File: src/rtl/core/pker_pkg.sv
`default_nettype none
// ----------------------------------------------------------------------------
// pker_pkg
// Shared types and constants of the pad key event block: controller command
// and status bundles, configuration register indexes and field widths.
// ----------------------------------------------------------------------------
package pker_pkg;

    // Fixed field widths
    localparam int IDX_W   = 5;
    localparam int DZ_W    = 7;
    localparam int TICK_W  = 8;
    localparam int STICK_W = 8;
    localparam int CFG_A_W = 3;
    localparam int CFG_D_W = 8;

    // Stick centre position
    localparam logic [STICK_W-1:0] STICK_CENTER = 8'd128;

    // Configuration register indexes
    localparam logic [CFG_A_W-1:0] REG_DEADZONE = 3'd0;
    localparam logic [CFG_A_W-1:0] REG_DELAY    = 3'd1;
    localparam logic [CFG_A_W-1:0] REG_RATE     = 3'd2;
    localparam logic [CFG_A_W-1:0] REG_UP       = 3'd3;
    localparam logic [CFG_A_W-1:0] REG_RIGHT    = 3'd4;
    localparam logic [CFG_A_W-1:0] REG_DOWN     = 3'd5;
    localparam logic [CFG_A_W-1:0] REG_LEFT     = 3'd6;

    // Commands from controller to datapath
    typedef struct packed {
        logic load;        // take the input transaction
        logic scan_step;   // handle the current bit and advance
        logic rpt_step;    // handle the repeat check and commit the word
        logic flush_step;  // move the pending event out as the last one
    } cmd_t;

    // Status from datapath to controller
    typedef struct packed {
        logic scan_ev;     // current bit changed
        logic rpt_ev;      // a repeat fires on this report
        logic pend_valid;  // an event waits in the pending slot
        logic out_busy;    // output register holds an event not taken now
        logic scan_last;   // current bit is the top bit of the word
    } sts_t;

endpackage
`default_nettype wire

File: src/rtl/core/pker_ctrl.sv
`default_nettype none
// ----------------------------------------------------------------------------
// pker_ctrl
// Sequencer: accepts a report, walks the bit scan, performs the repeat
// check and flushes the final event, stalling while the output is full.
// ----------------------------------------------------------------------------
module pker_ctrl (
    input  wire logic           aclk,
    input  wire logic           aresetn,
    input  wire logic           s_valid,
    output logic                s_ready,
    input  pker_pkg::sts_t      sts,
    output pker_pkg::cmd_t      cmd
);

    localparam logic [1:0] ST_IDLE  = 2'd0;
    localparam logic [1:0] ST_SCAN  = 2'd1;
    localparam logic [1:0] ST_RPT   = 2'd2;
    localparam logic [1:0] ST_FLUSH = 2'd3;

    logic [1:0] state_reg;
    logic [1:0] state_next;
    logic       stall_pend;

    // Stall when a new event needs the pending slot and the output is full
    assign stall_pend = sts.pend_valid && sts.out_busy;
    assign s_ready    = (state_reg == ST_IDLE);

    // Next state and commands
    always_comb begin
        state_next = state_reg;
        cmd        = '0;
        unique case (state_reg)
            ST_IDLE: begin
                if (s_valid) begin
                    cmd.load   = 1'b1;
                    state_next = ST_SCAN;
                end
            end
            ST_SCAN: begin
                if (!(sts.scan_ev && stall_pend)) begin
                    cmd.scan_step = 1'b1;
                    if (sts.scan_last) begin
                        state_next = ST_RPT;
                    end
                end
            end
            ST_RPT: begin
                if (!(sts.rpt_ev && stall_pend)) begin
                    cmd.rpt_step = 1'b1;
                    state_next   = ST_FLUSH;
                end
            end
            ST_FLUSH: begin
                if (!sts.pend_valid) begin
                    state_next = ST_IDLE;
                end else if (!sts.out_busy) begin
                    cmd.flush_step = 1'b1;
                    state_next     = ST_IDLE;
                end
            end
            default: begin
                state_next = ST_IDLE;
            end
        endcase
    end

    // State register
    always_ff @(posedge aclk) begin
        if (!aresetn) begin
            state_reg <= ST_IDLE;
        end else begin
            state_reg <= state_next;
        end
    end

endmodule
`default_nettype wire

File: src/rtl/core/pker_dp.sv
`default_nettype none
// ----------------------------------------------------------------------------
// pker_dp
// Datapath: configuration registers, stick mapping, previous and current
// button words, bit scan counter, repeat key state, pending event slot and
// output register.
// ----------------------------------------------------------------------------
module pker_dp #(
    parameter int WORD_BITS = 32
) (
    input  wire logic                            aclk,
    input  wire logic                            aresetn,
    input  wire logic                            cfg_we,
    input  wire logic [pker_pkg::CFG_A_W-1:0]    cfg_idx,
    input  wire logic [pker_pkg::CFG_D_W-1:0]    cfg_wdata,
    input  wire logic [31:0]                     s_button_word,
    input  wire logic [pker_pkg::STICK_W-1:0]    s_stick_x,
    input  wire logic [pker_pkg::STICK_W-1:0]    s_stick_y,
    input  wire logic                            s_connected,
    input  pker_pkg::cmd_t                       cmd,
    output pker_pkg::sts_t                       sts,
    output logic                                 m_valid,
    input  wire logic                            m_ready,
    output logic [pker_pkg::IDX_W-1:0]           m_button_index,
    output logic                                 m_pressed,
    output logic                                 m_last_event
);

    localparam int IW = (WORD_BITS > 1) ? $clog2(WORD_BITS) : 1;
    localparam logic [IW-1:0] TOP_IDX = IW'(WORD_BITS - 1);

    // Configuration registers
    logic [pker_pkg::DZ_W-1:0]   dz_reg;
    logic [pker_pkg::TICK_W-1:0] delay_reg;
    logic [pker_pkg::TICK_W-1:0] rate_reg;
    logic [pker_pkg::IDX_W-1:0]  up_reg;
    logic [pker_pkg::IDX_W-1:0]  right_reg;
    logic [pker_pkg::IDX_W-1:0]  down_reg;
    logic [pker_pkg::IDX_W-1:0]  left_reg;

    // Report state
    logic [WORD_BITS-1:0] prev_reg, prev_next;
    logic [WORD_BITS-1:0] cur_reg, cur_next;
    logic [WORD_BITS-1:0] chg_reg, chg_next;
    logic [IW-1:0]        scan_reg, scan_next;
    logic                 held_valid_reg, held_valid_next;
    logic [IW-1:0]        held_idx_reg, held_idx_next;
    logic [pker_pkg::TICK_W-1:0] cnt_reg, cnt_next;

    // Event slots
    logic                        pend_valid_reg, pend_valid_next;
    logic [IW-1:0]               pend_idx_reg, pend_idx_next;
    logic                        pend_pressed_reg, pend_pressed_next;
    logic                        out_valid_reg, out_valid_next;
    logic [pker_pkg::IDX_W-1:0]  out_idx_reg, out_idx_next;
    logic                        out_pressed_reg, out_pressed_next;
    logic                        out_last_reg, out_last_next;

    // Combinational terms
    logic [WORD_BITS-1:0] dirs;
    logic [WORD_BITS-1:0] btn;
    logic [WORD_BITS-1:0] stick;
    logic [pker_pkg::STICK_W-1:0] lo_thr;
    logic [pker_pkg::STICK_W-1:0] hi_thr;
    logic go_left, go_right, go_up, go_down;
    logic scan_ev, rpt_ev, new_ev, out_busy;
    logic [IW-1:0] new_idx;
    logic          new_pressed;

    // Configuration writes
    always_ff @(posedge aclk) begin
        if (!aresetn) begin
            dz_reg    <= 7'd40;
            delay_reg <= 8'd50;
            rate_reg  <= 8'd10;
            up_reg    <= 5'd4;
            right_reg <= 5'd5;
            down_reg  <= 5'd6;
            left_reg  <= 5'd7;
        end else if (cfg_we) begin
            unique case (cfg_idx)
                pker_pkg::REG_DEADZONE: dz_reg    <= cfg_wdata[pker_pkg::DZ_W-1:0];
                pker_pkg::REG_DELAY:    delay_reg <= cfg_wdata;
                pker_pkg::REG_RATE:     rate_reg  <= cfg_wdata;
                pker_pkg::REG_UP:       up_reg    <= cfg_wdata[pker_pkg::IDX_W-1:0];
                pker_pkg::REG_RIGHT:    right_reg <= cfg_wdata[pker_pkg::IDX_W-1:0];
                pker_pkg::REG_DOWN:     down_reg  <= cfg_wdata[pker_pkg::IDX_W-1:0];
                pker_pkg::REG_LEFT:     left_reg  <= cfg_wdata[pker_pkg::IDX_W-1:0];
                default: ;
            endcase
        end
    end

    // Map the stick outside the deadzone to direction bits
    assign lo_thr   = pker_pkg::STICK_CENTER - {1'b0, dz_reg};
    assign hi_thr   = pker_pkg::STICK_CENTER + {1'b0, dz_reg};
    assign go_left  = (s_stick_x < lo_thr);
    assign go_right = !go_left && (s_stick_x > hi_thr);
    assign go_up    = (s_stick_y < lo_thr);
    assign go_down  = !go_up && (s_stick_y > hi_thr);
    assign btn      = s_button_word[WORD_BITS-1:0];

    always_comb begin
        for (int b = 0; b < WORD_BITS; b++) begin
            dirs[b]  = (up_reg == 5'(b)) || (right_reg == 5'(b)) ||
                       (down_reg == 5'(b)) || (left_reg == 5'(b));
            stick[b] = (go_up && up_reg == 5'(b)) || (go_right && right_reg == 5'(b)) ||
                       (go_down && down_reg == 5'(b)) || (go_left && left_reg == 5'(b));
        end
    end

    // Event candidates for the scan and the repeat check
    assign scan_ev  = chg_reg[scan_reg];
    assign rpt_ev   = held_valid_reg && cur_reg[held_idx_reg] && (cnt_reg == '0);
    assign out_busy = out_valid_reg && !m_ready;
    assign new_ev   = (cmd.scan_step && scan_ev) || (cmd.rpt_step && rpt_ev);
    assign new_idx     = cmd.rpt_step ? held_idx_reg : scan_reg;
    assign new_pressed = cmd.rpt_step ? 1'b1 : cur_reg[scan_reg];

    assign sts.scan_ev    = scan_ev;
    assign sts.rpt_ev     = rpt_ev;
    assign sts.pend_valid = pend_valid_reg;
    assign sts.out_busy   = out_busy;
    assign sts.scan_last  = (scan_reg == TOP_IDX);

    // Report state update
    always_comb begin
        prev_next       = prev_reg;
        cur_next        = cur_reg;
        chg_next        = chg_reg;
        scan_next       = scan_reg;
        held_valid_next = held_valid_reg;
        held_idx_next   = held_idx_reg;
        cnt_next        = cnt_reg;
        if (cmd.load) begin
            scan_next = '0;
            if (s_connected) begin
                cur_next = ((btn & dirs) == '0) ? (btn | stick) : btn;
                chg_next = cur_next ^ prev_reg;
                if (cnt_reg != '0) begin
                    cnt_next = cnt_reg - 1'b1;
                end
            end else begin
                // Disconnect: release everything held and clear the key state
                cur_next        = '0;
                chg_next        = prev_reg;
                held_valid_next = 1'b0;
                held_idx_next   = '0;
                cnt_next        = '0;
            end
        end
        if (cmd.scan_step) begin
            scan_next = scan_reg + 1'b1;
            if (scan_ev && dirs[scan_reg]) begin
                if (cur_reg[scan_reg]) begin
                    held_valid_next = 1'b1;
                    held_idx_next   = scan_reg;
                    cnt_next        = delay_reg;
                end else if (held_valid_reg && held_idx_reg == scan_reg) begin
                    held_valid_next = 1'b0;
                    held_idx_next   = '0;
                end
            end
        end
        if (cmd.rpt_step) begin
            prev_next = cur_reg;
            if (rpt_ev) begin
                cnt_next = rate_reg;
            end
        end
    end

    // Pending slot and output register
    always_comb begin
        pend_valid_next   = pend_valid_reg;
        pend_idx_next     = pend_idx_reg;
        pend_pressed_next = pend_pressed_reg;
        out_valid_next    = out_valid_reg && !m_ready;
        out_idx_next      = out_idx_reg;
        out_pressed_next  = out_pressed_reg;
        out_last_next     = out_last_reg;
        // Push the pending event out when a newer one arrives or at the end
        if ((new_ev && pend_valid_reg) || cmd.flush_step) begin
            out_valid_next   = 1'b1;
            out_idx_next     = pker_pkg::IDX_W'(pend_idx_reg);
            out_pressed_next = pend_pressed_reg;
            out_last_next    = cmd.flush_step;
        end
        if (new_ev) begin
            pend_valid_next   = 1'b1;
            pend_idx_next     = new_idx;
            pend_pressed_next = new_pressed;
        end else if (cmd.flush_step) begin
            pend_valid_next = 1'b0;
        end
    end

    // Registers
    always_ff @(posedge aclk) begin
        if (!aresetn) begin
            prev_reg       <= '0;
            scan_reg       <= '0;
            held_valid_reg <= 1'b0;
            held_idx_reg   <= '0;
            cnt_reg        <= '0;
            pend_valid_reg <= 1'b0;
            out_valid_reg  <= 1'b0;
        end else begin
            prev_reg       <= prev_next;
            scan_reg       <= scan_next;
            held_valid_reg <= held_valid_next;
            held_idx_reg   <= held_idx_next;
            cnt_reg        <= cnt_next;
            pend_valid_reg <= pend_valid_next;
            out_valid_reg  <= out_valid_next;
        end
    end

    always_ff @(posedge aclk) begin
        cur_reg          <= cur_next;
        chg_reg          <= chg_next;
        pend_idx_reg     <= pend_idx_next;
        pend_pressed_reg <= pend_pressed_next;
        out_idx_reg      <= out_idx_next;
        out_pressed_reg  <= out_pressed_next;
        out_last_reg     <= out_last_next;
    end

    assign m_valid        = out_valid_reg;
    assign m_button_index = out_idx_reg;
    assign m_pressed      = out_pressed_reg;
    assign m_last_event   = out_last_reg;

endmodule
`default_nettype wire

File: src/rtl/core/pad_key_events_with_auto_repeat.sv
`default_nettype none
// ----------------------------------------------------------------------------
// pad_key_events_with_auto_repeat
// Gamepad report to key press/release events with direction auto repeat.
// ----------------------------------------------------------------------------
// One report is taken per transaction; the block then scans the button word,
// min(BUTTON_BITS, 32) bits wide, one bit per cycle unless an event finds the
// pending slot and the output register both full, and takes no new report
// until the current one is finished. Events leave in ascending bit order
// through an output register, with one event held in a pending slot so that
// the final event of a report can carry last_event; a repeat press of the
// held direction follows the scan. A report that causes no event produces no
// transaction. Configuration must be written through cfg_we, cfg_idx and
// cfg_wdata only while the block is idle; the block does not enforce this.
// ----------------------------------------------------------------------------
module pad_key_events_with_auto_repeat #(
    parameter int BUTTON_BITS = 32
) (
    input  wire logic                           aclk,
    input  wire logic                           aresetn,
    input  wire logic                           cfg_we,
    input  wire logic [pker_pkg::CFG_A_W-1:0]   cfg_idx,
    input  wire logic [pker_pkg::CFG_D_W-1:0]   cfg_wdata,
    input  wire logic                           s_valid,
    output logic                                s_ready,
    input  wire logic [31:0]                    s_button_word,
    input  wire logic [pker_pkg::STICK_W-1:0]   s_stick_x,
    input  wire logic [pker_pkg::STICK_W-1:0]   s_stick_y,
    input  wire logic                           s_connected,
    output logic                                m_valid,
    input  wire logic                           m_ready,
    output logic [pker_pkg::IDX_W-1:0]          m_button_index,
    output logic                                m_pressed,
    output logic                                m_last_event
);

    // Only the low 32 bits of the button word are ever seen
    localparam int WORD_BITS = (BUTTON_BITS < 32) ? BUTTON_BITS : 32;

    pker_pkg::cmd_t cmd;
    pker_pkg::sts_t sts;

    pker_ctrl u_ctrl (
        .aclk    (aclk),
        .aresetn (aresetn),
        .s_valid (s_valid),
        .s_ready (s_ready),
        .sts     (sts),
        .cmd     (cmd)
    );

    pker_dp #(
        .WORD_BITS (WORD_BITS)
    ) u_dp (
        .aclk           (aclk),
        .aresetn        (aresetn),
        .cfg_we         (cfg_we),
        .cfg_idx        (cfg_idx),
        .cfg_wdata      (cfg_wdata),
        .s_button_word  (s_button_word),
        .s_stick_x      (s_stick_x),
        .s_stick_y      (s_stick_y),
        .s_connected    (s_connected),
        .cmd            (cmd),
        .sts            (sts),
        .m_valid        (m_valid),
        .m_ready        (m_ready),
        .m_button_index (m_button_index),
        .m_pressed      (m_pressed),
        .m_last_event   (m_last_event)
    );

    // Leave idle right after taking a report
    a_busy_after_accept: assert property (@(posedge aclk) disable iff (!aresetn)
        s_valid && s_ready |=> !s_ready)
        else $error("block still idle after accepting a report");

    // No event may be left pending once a report is finished
    a_pend_empty_idle: assert property (@(posedge aclk) disable iff (!aresetn)
        s_ready |-> !sts.pend_valid)
        else $error("pending event left behind at idle");

    // Controller issues at most one command per cycle
    a_cmd_onehot: assert property (@(posedge aclk) disable iff (!aresetn)
        $onehot0({cmd.load, cmd.scan_step, cmd.rpt_step, cmd.flush_step}))
        else $error("conflicting datapath commands");

endmodule
`default_nettype wire

File: config.mk
export PLATFORM = sky130hd
export DESIGN_NAME = pad_key_events_with_auto_repeat
export DESIGN_NICKNAME = d
export VERILOG_FILES = /design/src/rtl/core/pker_pkg.sv /design/src/rtl/core/pker_ctrl.sv /design/src/rtl/core/pker_dp.sv /design/src/rtl/core/pad_key_events_with_auto_repeat.sv
export SDC_FILE = /design/constraint.sdc
export NUM_CORES = 1
export LEC_CHECK = 0
export ABC_CLOCK_PERIOD_IN_PS = 3420
export BUFFER_PORTS_ARGS = -buffer_cell sky130_fd_sc_hd__clkbuf_2
export CORE_MARGIN = 3
export CORE_UTILIZATION = 55
export CTS_BUF_LIST = sky130_fd_sc_hd__clkbuf_4 sky130_fd_sc_hd__clkbuf_8
export CTS_CLUSTER_DIAMETER = 150
export DETAILED_ROUTE_END_ITERATION = 10
export PLACE_DENSITY = 0.76
export SYNTH_ARGS = -nofsm -noshare
export SYNTH_HDL_FRONTEND = slang
export SYNTH_HIERARCHICAL = 1
export SYNTH_SLANG_ARGS = --single-unit
File: constraint.sdc
create_clock -name aclk -period 3.42 [get_ports aclk]
set_input_delay 0.171 -clock aclk [delete_from_list [all_inputs] [get_ports aclk]]
set_output_delay 0.171 -clock aclk [all_outputs]
set_load 0.05 [all_outputs]
Word-level counts from Yosys, hierarchy flattened
Cells that the tools add are included.

storage, ports and cells
  input port bits = 65
  word-level logic and storage cells = 584
  flip-flop bits (word level) = 175

cells by class
  magnitude comparators = 6
  equal/unequal tests = 140
  reductions and logical operators = 357
  mux-type cells = 52
  add/sub/neg operators = 4
  bitwise logic cells = 3

operators with widths
  kind                                                number
  == test 5 bit, second input constant                65
  logical OR 1 bit                                    194
  == test 5 x 4 -> 1 bit, second input constant       32
  logical AND 1 bit                                   141
  == test 5 x 3 -> 1 bit, second input constant       16
  2-to-1 mux 32 bit                                   2
  2-to-1 mux 8 bit                                    8
  2-to-1 mux 5 bit                                    9
  == test 5 x 2 -> 1 bit, second input constant       8
  AND 32 bit                                          1
  zero test 32 bit                                    1
  bitwise OR 32 bit                                   1
  XOR 32 bit                                          1
  2-to-1 mux 1 bit                                    22
  binary-select mux 1 bit (select 5 bit)              4
  == test 5 x 1 -> 1 bit, second input constant       4
  zero test 5 bit                                     4
  > comparator 8 bit                                  2
  < comparator 8 bit                                  2
  AND reduction 2 bit                                 7
  < comparator 5 x 6 -> 1 bit, second input constant  2
  2-to-1 mux 2 bit                                    6
  == test 3 bit, second input constant                3
  adder 8 x 7 -> 8 bit, first input constant          1
  other kinds (18)                                    26

Logic depth before layout (Yosys ltp)
  depth in word-level cells = 12
  mapped depth = 15

Cells and area by module
The synthesis kept the hierarchy.

modules (own cells, without submodules)
  module     cells each  instances  area each (um2)  sequential area each (um2)
  pker_dp    1,213       1          11,363.4         4,234.1
  pker_ctrl  27          1          225.2            40.0

Worst setup path after synthesis
Ideal clock, no wire load.

  kind = flip-flop to flip-flop
  start point = register u_ctrl.state_reg[0]
  end point = register u_dp/cnt_reg[6] (netlist bit)
  cell stages (with the launch flop) = 11
  arrival = 3,565 ps
  setup slack = -220 ps
  data required time = 3,346 ps
  clock period less this slack = 3,640 ps
  setup time = 74 ps
  cell sequence = dfxtp_1 inv_1 ha_1 and2_1 nor2b_1 and3_1 nand2_1 xor2_1 a21oi_1 o21ai_0 a31oi_1

RTL lines
  element                 RTL line         source
  from (decl)             pker_ctrl.sv:21  logic [1:0] state_reg;
  from (signal assigned)  pker_ctrl.sv:73  state_reg <= state_next;
  to (signal assigned)    pker_dp.sv:213   cnt_reg <= cnt_next;
  to (decl)               pker_dp.sv:48    logic [pker_pkg::TICK_W-1:0] cnt_reg, cnt_next;

Worst setup path after layout
  start point = register u_dp/dz_reg[0] (netlist bit)
  end point = register u_dp.chg_reg[19], data pin

on the way
  cells in the longest elaborated chain, start to end = 12

RTL lines
  element                        RTL line        source
  from (decl)                    pker_dp.sv:33   logic [pker_pkg::DZ_W-1:0] dz_reg;
  from (signal assigned)         pker_dp.sv:82   pker_pkg::REG_DEADZONE: dz_reg <= cfg_wdata[pker_pkg::DZ_W-1:0];
  subtractor 8 x 7 -> 8 bit      pker_dp.sv:95   assign lo_thr = pker_pkg::STICK_CENTER - {1'b0, dz_reg};
  < comparator 8 bit             pker_dp.sv:97   assign go_left = (s_stick_x < lo_thr);
  zero test 1 bit                pker_dp.sv:98   assign go_right = !go_left && (s_stick_x > hi_thr);
  logical AND 1 bit              pker_dp.sv:98
  logical AND 1 bit              pker_dp.sv:107  stick[b] = (go_up && up_reg == 5'(b)) || (go_right && right_reg == 5'(b)) ||
  logical OR 1 bit (2 in a row)  pker_dp.sv:107
  logical OR 1 bit (*)           pker_dp.sv:108  (go_down && down_reg == 5'(b)) || (go_left && left_reg == 5'(b));
  bitwise OR 32 bit (*)          pker_dp.sv:138  cur_next = ((btn & dirs) == '0) ? (btn | stick) : btn;
  2-to-1 mux 32 bit (*)          pker_dp.sv:138
  XOR 32 bit (*)                 pker_dp.sv:139  chg_next = cur_next ^ prev_reg;
  2-to-1 mux 32 bit (*)          pker_dp.sv:137  if (s_connected) begin
  to (signal assigned)           pker_dp.sv:221  chg_reg <= chg_next;
  to (decl)                      pker_dp.sv:44   logic [WORD_BITS-1:0] chg_reg, chg_next;

Every way passes the cells marked *; elsewhere a longest branch is shown, timed or not.
A chain may end at the register's enable or synchronous reset.

==> results_dict.tcl <==
set metrics [dict create \
    num_rows 52 \
    final_net_count 1501 \
    cpMaxStageDelayCell "or4_4" \
    multiInputGateArea_um2 7258 \
    ir_drop_uv 261.6 \
    diodes 0 \
    ff2ff_setup_slack_ps -140 \
    syn_inst 1240 \
    start_util_pct 56.54 \
    finalCriticalPeriod_ps 3561 \
    p_int_uw 4218 \
    synth_seq_area_share_pct 36.88 \
    outcome "finished with violations" \
    dieArea_um2 22850 \
    p_comb_share_pct 34.3 \
    wirelength_mm 44.47 \
    setup_viol 26 \
    wl_per_cell_um 26.39 \
    rr_worst_depth 10 \
    root_buffer "clkbuf_8" \
    worstPathCellList "or4_4, or4_4, ha_2, or2_4, o41a_1, a21oi_4, buf_4, a221oi_4, a221oi_2, xor2_1" \
    overflow 0 \
    gp_congestion 1.037 \
    synth-edff-count 77 \
    crit_required_ps 3650 \
    layout.cells.most_common_list "buf_4, nand2_1, dfxtp_1" \
    fin_crit_sh_pct 104.1 \
    p_leak_uw 0.005463 \
    drc 0 \
    core_um2 20490 \
    final_cell_area_um2 14140 \
    drv_cap 0 \
    sw_frac_of_total_pct 37.61 \
    clk_latency_ps 470 \
    final.setup_skew_ps 24.05 \
    ys_seq_elements 175 \
    grt_util_all_layers_pct 38.47 \
    hpwl_mm 33.62 \
    setup_ws_ps -141.5 \
    slew_headroom_pct 38.57 \
    drt_iter0_markers 1520 \
    place_area_um2 13070 \
    syn_avg_cell_area_um2 9.346 \
    fp.dieH_um 151.2 \
    yosys_most_used_dff "dfxtp_1" \
    drt_pass1_iterations 5 \
    clock.fmax_mhz 280.8 \
    max_stage_delay_ps 530 \
    crit_end "u_dp/chg_reg[19]" \
    regArea_um2 4278 \
    grt_pass1_vias 11030 \
    port_buffers 73 \
    hold_path_class "input port to flop" \
    synth-async-reset-ratio_pct 0 \
    cp-start-kind "flop" \
    path_buf_inv 1 \
    grt_max_degree 47 \
    die_width_um 151.2 \
    postRouteAntennaNets 0 \
    netlist-cell-type-count 82 \
    drive_gt1_share_pct 29.05 \
    cp_num_cells 10 \
    syn2layout_area_growth_pct 22.03 \
    htreeDepth 4 \
    tightest_slew_ps 914.4 \
    cts-buffers-inserted 17 \
    cpMostUsedCell "or4_4" \
    syn-cell-area_um2 11590 \
    p_per_area_nw_per_um2 478.2 \
    fin_tns_setup_ps -1046 \
    vias 11640 \
    drv_slew 0 \
    critical_path_arrival_ps 3790 \
    ys_warn_count 6 \
    crit_type "flop to flop" \
    critical-path-top-delay-family "simple AND/OR/NAND/NOR gates" \
    grt_setup_unrepaired "yes" \
    hold_viol 0 \
    r2r_start "u_dp/dz_reg[0]" \
    cp_max_fo 6 \
    crit_path_end_kind "flop" \
    p_sw_uw 2543 \
    mostFrequentLayoutCell "buf_4" \
    crit_start "u_dp/dz_reg[0]" \
    grt_pass1_wl_mm 65.91 \
    utilization_pct 69.00 \
    preCtsSetupSlack_ps -173.4 \
    seqPwrFrac_pct 43.2 \
    clock_path_buffers 2 \
    failed_checks "negative setup slack" \
    syn_nets 1339 \
    viasPerCell 6.906 \
    clockPowerShare_pct 22.5 \
    clock_sinks 175 \
    cts_tree "yes" \
    min_from "cfg_wdata[1]" \
    fillers 1576 \
    antenna_found_initial 1 \
    rr_endpoint "u_dp/chg_reg[19]" \
    design.portCount 74 \
    path_clk_slew_ps 110 \
]
cells by family (layout without fill, tap and decap cells):
kind of cell               count (synthesis)  after routing  share of synthesized area [%]
DFF                                      175            175                          36.88
AOI/OAI and AO/OA                        342            342                          23.27
buffers and inverters                    135            310                          4.610
muxes                                     91             91                          9.814
and+or+nand+nor                          420            420                          18.51
xor gates and xnor gates                  43             43                          3.250
adders and majority gates                 34             34                          3.671
layout make-up:
cell class              count  share of cell area (%)
repair buffers            225                   11.61
flip-flops and latches    175                   30.25
clock inverters            15                   1.363
inverters                  53                   1.407
well taps                 270                   2.389
multi-input cells         930                   51.33
clock buffers              17                   1.655
timing repair:
item,CTS,global route
resized for setup,50,29
buffers inserted,8,8
hold buffers,3,0
gates cloned,0,1
endpoints found under the setup margin,44,73
endpoints found under the hold margin,8,0
pin swaps,33,22
tightest hold or removal path, stage by stage:
cell,delay (ps)
clkbuf_2,160
nand2_1,100
a21oi_1,60
how the worst min path moves through the flow:
stage	end	slack, ps	cells past startpoint
floorplan	u_dp/delay_reg[1]	290	2
global placement	u_dp/m_button_index[0]	400	0
detailed placement	u_dp/m_button_index[1]	410	0
CTS	u_dp/dz_reg[1]	20	3
global route	u_dp/dz_reg[1]	20	3
finish	u_dp/dz_reg[1]	40	3
metrics by stage:
step           power, uW  cells  hold WS [ps]
6_report            6762   1685         41.34
5_1_grt             7065   1685         22.41
4_1_cts             6684   1677         15.02
3_5_place_dp        5125   1634         408.8
3_3_place_gp        5070   1634         401.3
2_1_floorplan       4323   1240         295.0
power groups by stage:
stage,Clock (uW),Combinational (uW),Sequential [uW]
3_5_place_dp,0,2170,2960
5_1_grt,1630,2480,2960
3_3_place_gp,0,2130,2940
2_1_floorplan,0,1460,2860
6_report,1520,2320,2920
4_1_cts,1540,2230,2910
per-layer routing:
metal  vias up  GRT usage, %  wire, um  share of wire [%]
met4         2         17.04      2052                4.6
li1       5098             -         -                  -
met1      5573         52.05     17300                 39
met5         -             0        13              0.029
met3       155         7.181      4823                 11
met2       809         60.26     20280                 46
cell usage after synthesis, types with 33 or more instances:
cell        n  area [um2]
inv_1      52       195.2
nand3_1    33       165.2
ha_1       34       425.4
xor2_1     38       332.8
o22ai_1    80       500.5
nand2_1   121       454.2
mux2i_1    72       720.7
nor3_1     37       185.2
edfxtp_1   77        2312
clkbuf_1   61       229.0
o21ai_0    58       290.3
nor2_1     79       296.5
dfxtp_1    98        1962
No activity file was read; power rests on OpenSTA's default activity.
